<file path="config.mk">
export PLATFORM = sky130hd
export DESIGN_NAME = lnss_cnt_store
export DESIGN_NICKNAME = d
export VERILOG_FILES = /design/src/rtl/core/lnss_pkg.sv /design/src/rtl/core/lnss_cnt_store.sv
export SDC_FILE = /design/constraint.sdc
export NUM_CORES = 1
export LEC_CHECK = 0
export BUFFER_PORTS_ARGS = -buffer_cell sky130_fd_sc_hd__buf_2
export CORE_MARGIN = 10
export CORE_UTILIZATION = 35
export CTS_CLUSTER_SIZE = 24
export DETAILED_ROUTE_END_ITERATION = 7
export MAX_ROUTING_LAYER = met4
export PLACE_DENSITY = 0.52
export SETUP_SLACK_MARGIN = 0.3
export SYNTH_ARGS = -nofsm -noshare
export SYNTH_HDL_FRONTEND = slang
export SYNTH_SLANG_ARGS = --single-unit
export TNS_END_PERCENT = 100
</file>
<file path="constraint.sdc">
create_clock -name clk_i -period 1.6 [get_ports clk_i]
set_input_delay 0.24 -clock clk_i [delete_from_list [all_inputs] [get_ports clk_i]]
set_output_delay 0.24 -clock clk_i [all_outputs]
set_load 0.01 [all_outputs]
</file>
<file path="src/rtl/core/lnss_pkg.sv">
package lnss_pkg;

  // Default sizes of the two stores
  localparam int DEF_MAX_LAYERS = 16;
  localparam int DEF_LIST_DEPTH = 32;

  // Fixed field widths
  localparam int ID_W     = 31;
  localparam int OP_W     = 3;
  localparam int LAYER_W  = 4;
  localparam int RIDX_W   = 5;
  localparam int STATUS_W = 2;
  localparam int POS_W    = 5;
  localparam int COUNT_W  = 6;

  // Operation codes
  localparam logic [OP_W-1:0] OP_ADD    = 3'd0;
  localparam logic [OP_W-1:0] OP_REMOVE = 3'd1;
  localparam logic [OP_W-1:0] OP_HAS    = 3'd2;
  localparam logic [OP_W-1:0] OP_CLEAR  = 3'd3;
  localparam logic [OP_W-1:0] OP_READ   = 3'd4;

  // Status codes
  localparam logic [STATUS_W-1:0] ST_DONE     = 2'd0;
  localparam logic [STATUS_W-1:0] ST_OOB      = 2'd1;
  localparam logic [STATUS_W-1:0] ST_FULL     = 2'd2;
  localparam logic [STATUS_W-1:0] ST_PAST_END = 2'd3;

  typedef struct packed {
    logic [OP_W-1:0]    op;
    logic [LAYER_W-1:0] layer_select;
    logic [ID_W-1:0]    neighbor_id;
    logic [RIDX_W-1:0]  read_index;
  } req_t;

  typedef struct packed {
    logic [STATUS_W-1:0] status;
    logic                succeeded;
    logic [POS_W-1:0]    position;
    logic [ID_W-1:0]     entry_value;
    logic [COUNT_W-1:0]  list_count;
  } rsp_t;

endpackage

</file>
<file path="src/rtl/core/lnss_cnt_store.sv">
module lnss_cnt_store #(
  parameter int LAYERS = lnss_pkg::DEF_MAX_LAYERS,
  parameter int LW     = 4,
  parameter int CW     = 6
) (
  input  logic          clk_i,
  input  logic          rst_ni,
  input  logic          we_i,
  input  logic [LW-1:0] waddr_i,
  input  logic [CW-1:0] wdata_i,
  input  logic          re_i,
  input  logic [LW-1:0] raddr_i,
  output logic [CW-1:0] rdata_o
);

  logic [CW-1:0]     mem [LAYERS];
  logic [LAYERS-1:0] valid_q;
  logic [CW-1:0]     rdata_q;
  logic              rvalid_q;

  // Count memory, read data registered
  always_ff @(posedge clk_i) begin
    if (we_i) begin
      mem[waddr_i] <= wdata_i;
    end
    if (re_i) begin
      rdata_q <= mem[raddr_i];
    end
  end

  // Track which layers hold a written count; others read as zero
  always_ff @(posedge clk_i or negedge rst_ni) begin
    if (!rst_ni) begin
      valid_q  <= '0;
      rvalid_q <= 1'b0;
    end else begin
      if (we_i) begin
        valid_q[waddr_i] <= 1'b1;
      end
      if (re_i) begin
        rvalid_q <= valid_q[raddr_i];
      end
    end
  end

  assign rdata_o = rvalid_q ? rdata_q : '0;

endmodule

</file>
After elaboration in Yosys (flattened, before gate mapping)
Memories as Yosys holds them, arrays and structs flattened. A register that Yosys moved wholly into a read port is not among the register bits. Cells that the tools add are included.

Mux-type cells: 7. Bitwise gates (word level): 1. Order comparisons: 3. Reductions and logical operators: 1.

Operator list (count): 16-bit bitwise OR (1); 4-bit by 5-bit < comparator with 1-bit output, second input constant (2); 6-bit two-way mux (1); 1-bit binary-select mux with 4-bit select (1); 1-bit demux with 4-bit select (1); 4-bit by 1-bit >= comparator with 1-bit output, second input constant (1); 1-bit two-way mux (4); 1-bit logical AND (1).

Memories kept: 1. Memory bits (writable): 96. Flip-flop bits (word level): 17. Word-level logic and storage cells: 15.

Memories: mem (depth 16, width 6, read ports 1, clocked after Yosys merged registers in 1, write ports 1, line lnss_cnt_store.sv:16) `logic [CW-1:0] mem [LAYERS];`.

Logic depth before layout (Yosys ltp)
Depth in word-level cells: 5. Depth in mapped cells: 5.

Worst setup path before layout
Ideal clock, no wire load.

Path kind: in2reg. Start point: in raddr_i[1]. End point: reg rdata_q[0] (read register of mem), data pin. Cell stages on the path: 4. Setup time: 0.272 ns. Required time: 1.328 ns. Path slack: -0.205 ns. Arrival time: 1.533 ns. Cell sequence: buf_2 -> buf_1 -> mux4_2 -> mux4_2.

RTL lines: from (decl) (line lnss_cnt_store.sv:12) `input logic [LW-1:0] raddr_i,`; to (decl) (line lnss_cnt_store.sv:18) `logic [CW-1:0] rdata_q;`.

==> run summary <==
The worst slack at placement came out at -0.317 ns. After routing the design area is 5770 µm². The internal cell power is 6.10 mW.

The die is 136 µm wide. The main flop type after synthesis is edfxtp_1. The unique cell type count in the Yosys netlist came out at 21. The total cell area at the placement stage came out at 5180 µm². 24 I/O pins were placed. The worst-case vdd ir drop is 0.000560 V. The minimum period implied by the final worst setup slack is 1.62 ns. The largest individual stage delay along the critical path comes from the cell mux4_2. Dividing the detail-routed wire length by the instance count gives 21.5 µm. The number of sinks on the clock net came out at 119. The biggest fanout along the worst timing path came out at 1. The number of global-route vias before repair is 2448.

The critical path endpoint is rdata_q[2]$_DFFE_PP_. The endpoint arrival time on the critical path is 1.76 ns. The max-slew violation total from the final report is 0.

The maximum number of pins on one net before global-route repair is 18. The post-route met1 wirelength came out at 4.54 mm. The cell leakage power came out at 1.97 nW. In this run the vertical extent of the chip is 136 µm. The maximum buffer depth of the clock tree is 2. Yosys mapped a number of flops with a built-in enable equal to 102. Of the post-synthesis cell area, the dominant cell type holds 0.653. The launching instance or port of the critical path is mem[11][2]$_DFFE_PP_. The worst endpoint required time is 1.74 ns. The initial utilization of the core area, before any placement, comes to 0.356. The worst register-to-register path begins at mem[11][2]$_DFFE_PP_.

Summed over all failing endpoints, the final setup total negative slack is -0.0520 ns. The switching share of total power is 0.204. The switching power summed over all nets came out at 1.57 mW. The total length of routed met2 wires is 4.69 mm.

The sequential group share of total power came out at 0.469. The routed design uses 536 µm of met3 wire. The run finished, with violations left.

TritonCTS built the clock tree. The initial antenna violation count is 0. The number of antenna diodes came out at 0.

The number of vias per cell after detailed routing is 4.84. The post-route non-filler standard cell count came out at 458. The highest clock rate came out at 616 MHz. For this run, the detailed router's first-pass iteration total came to 4. The setup slack of the worst register-to-register path came out at -0.02 ns. The gate count of the mapped netlist came out at 210. The total vias in the final route is 2216.

The insertion delay to the later sink of the worst-skew pair is 0.40 ns. Yosys attributes the largest share of cell area to edfxtp_1 65%, mux4_1 12%, dfrtp_1 9.1%. The post-CTS setup repair buffer count is 0.

The count of buffers inserted at the top-level ports is 23. The final routed wirelength across all metal layers is 9.84 mm. Walking the worst path, the cells encountered are mux4_2 > mux4_2. The master cell of the clock root buffer is clkbuf_16. The number of nets handed over by synthesis was 228. The die covers 18400 µm². The register area came out at 3490 µm².

In the finished design, the share of the clock period the worst path needs comes to 1.01. The worst register-to-register path ends at rdata_q[2]$_DFFE_PP_. Of the cells placed in the final design, the portion with a size suffix greater than 1 is 0.461.

The number of hold violations in the final report is 0. The total routing usage reported by global routing is 0.119. The synthesized area per cell came out at 22.3 µm². The number of violations of the max-capacitance limit came out at 0. The worst setup path is launched from a flop.

The wire length of the first global-routing pass came out at 15.3 mm. The largest area contributor in the netlist is edfxtp_1. The number of buffers inserted during clock tree synthesis is 17. The library cell used most frequently in the layout, excluding fill and tap cells, is edfxtp_1. Of the total power, the clock network draws 0.456. The number of cell instances on the worst register-to-register path is 2. The multi-input combinational cells in the finished layout cover a total of 1120 µm². The final design utilization is 0.438. The maximum level of the CTS H-tree came out at 4.

The actual slew at the worst max-slew pin came out at 0.416 ns. Setup repair after global routing could not meet its margin everywhere. The highest routed metal layer is met4.

The number of failing setup endpoints in the final timing report came out at 3. Counting the fill cells in the layout gives 1150. The layout-stage area growth over the synthesis result came out at 23.0%. The number of placed instances, taps included, is 425.

For this design the ratio of total power to cell area is 1330 nW/µm². The kind of end point of the critical path is a flop. The checks that failed: setup timing.

The number of nets in the final layout is 287. In the synthesized netlist the async set-or-reset flop fraction comes to 0.143. Summing internal, switching and leakage power gives 7.67 mW. The post-layout worst setup margin came out at -0.0239 ns. The flip-flop and latch count after synthesis is 119.

The Yosys warning count is 0. The relative slew slack came out at 0.723. The total overflow left after global routing is 0. The clock skew came out at 0.00600 ns. The share of power burned in combinational logic came out at 0.075. The core area came out at 13200 µm². In this run the core area contains 42 standard-cell rows. The DRC marker count from the first detailed-route iteration came out at 160. The post-detailed-route count of antenna-violating nets is 0. The final weighted congestion in routability-driven placement came out at 0.749. The library cells used most frequently in the layout, excluding fill and tap cells, are 102 x edfxtp_1, 29 x mux4_2, 19 x buf_2, 19 x buf_4, 17 x clkbuf_16.

The fraction of the yosys area taken by sequential cells is 0.743. Summed over all nets, the half-perimeter wirelength after detailed placement is 6.59 mm. The worst hold slack across all endpoints is 0.208 ns. The cell type with the highest occurrence count on the critical path is mux4_2.

The post-synth design cell area came out at 4690 µm². The clock-pin transition on the worst setup and hold timing paths is 0.05 ns. The detailed-route DRC error count is 0.

The worst hold path belongs to the class in -> reg. The worst setup path is of the reg -> reg kind. The largest incremental delay on the critical path is 0.52 ns.
==> cells by family after synthesis <==
group,after synthesis,share of synthesized area
flops,119,0.743
simple gates,45,0.0528
mux,38,0.190
buf+inv,8,0.0141
==> sequential cells by signal (all words and copies together) (netlist names) <==
register and cells:
rdata_q 6, rvalid_q 1, valid_q 16, mem 96
==> Yosys cell counts, types with 3 or more instances <==
master and count:
mux2i_1 3, nor3_1 4, dfrtp_1 17, or2_2 16, and2_1 6, mux4_2 12, mux4_1 22, edfxtp_1 102
nor2_1 12
==> how the worst min path moves through the flow <==
| stage | from | to | slack (ns) | cells after the start |
|---|---|---|---|---|
| 6_report | re_i | rdata_q[4]$_DFFE_PP_ | 0.21 | 1 |
| 5_1_grt | re_i | rdata_q[5]$_DFFE_PP_ | 0.19 | 1 |
| 4_1_cts | re_i | rdata_q[0]$_DFFE_PP_ | 0.20 | 1 |
| 3_5_place_dp | rst_ni | valid_q[8]$_DFFE_PN0P_ | 0.20 | 1 |
| 3_3_place_gp | rst_ni | valid_q[9]$_DFFE_PN0P_ | 0.20 | 1 |
| 2_1_floorplan | rst_ni | rvalid_q$_DFFE_PN0P_ | -0.06 | 0 |
==> worst max-delay path, delay by kind of cell, from the launching register on <==
kind | cells | cell delay (ns)
flip-flops | 1 | 0.37
multiplexers | 2 | 0.99
==> area by class of cell <==
| cell class | count | area share |
|---|---|---|
| well taps | 176 | 0.0382 |
| flip-flops and latches | 119 | 0.605 |
| clock inverters | 12 | 0.0191 |
| clock buffers | 20 | 0.0757 |
| multi-input cells | 83 | 0.194 |
| repair buffers | 48 | 0.0681 |
==> repair_timing <==
action                     4_1_cts  5_1_grt
resized for setup                6       10
hold buffers                     1        0
hold endpoints to repair        17        0
setup endpoints to repair       13       13
==> per-layer routing <==
| layer | global-route usage | vias up |
|---|---|---|
| met2 | 0.176 | 65 |
| li1 | - | 981 |
| met1 | 0.153 | 1163 |
| met4 | 0.0377 | 0 |
| met3 | 0.0386 | 7 |
| met5 | - | - |
==> power groups by stage <==
stage | Combinational [mW] | Clock, mW | Sequential, mW
after floorplan | 0.329 | 0 | 3.62
after global placement | 0.520 | 0 | 3.65
after detailed placement | 0.532 | 0 | 3.65
after CTS | 0.553 | 3.55 | 3.59
after global routing | 0.627 | 3.72 | 3.61
final | 0.577 | 3.50 | 3.59
Note: power is estimated with default switching activity, not from simulation.
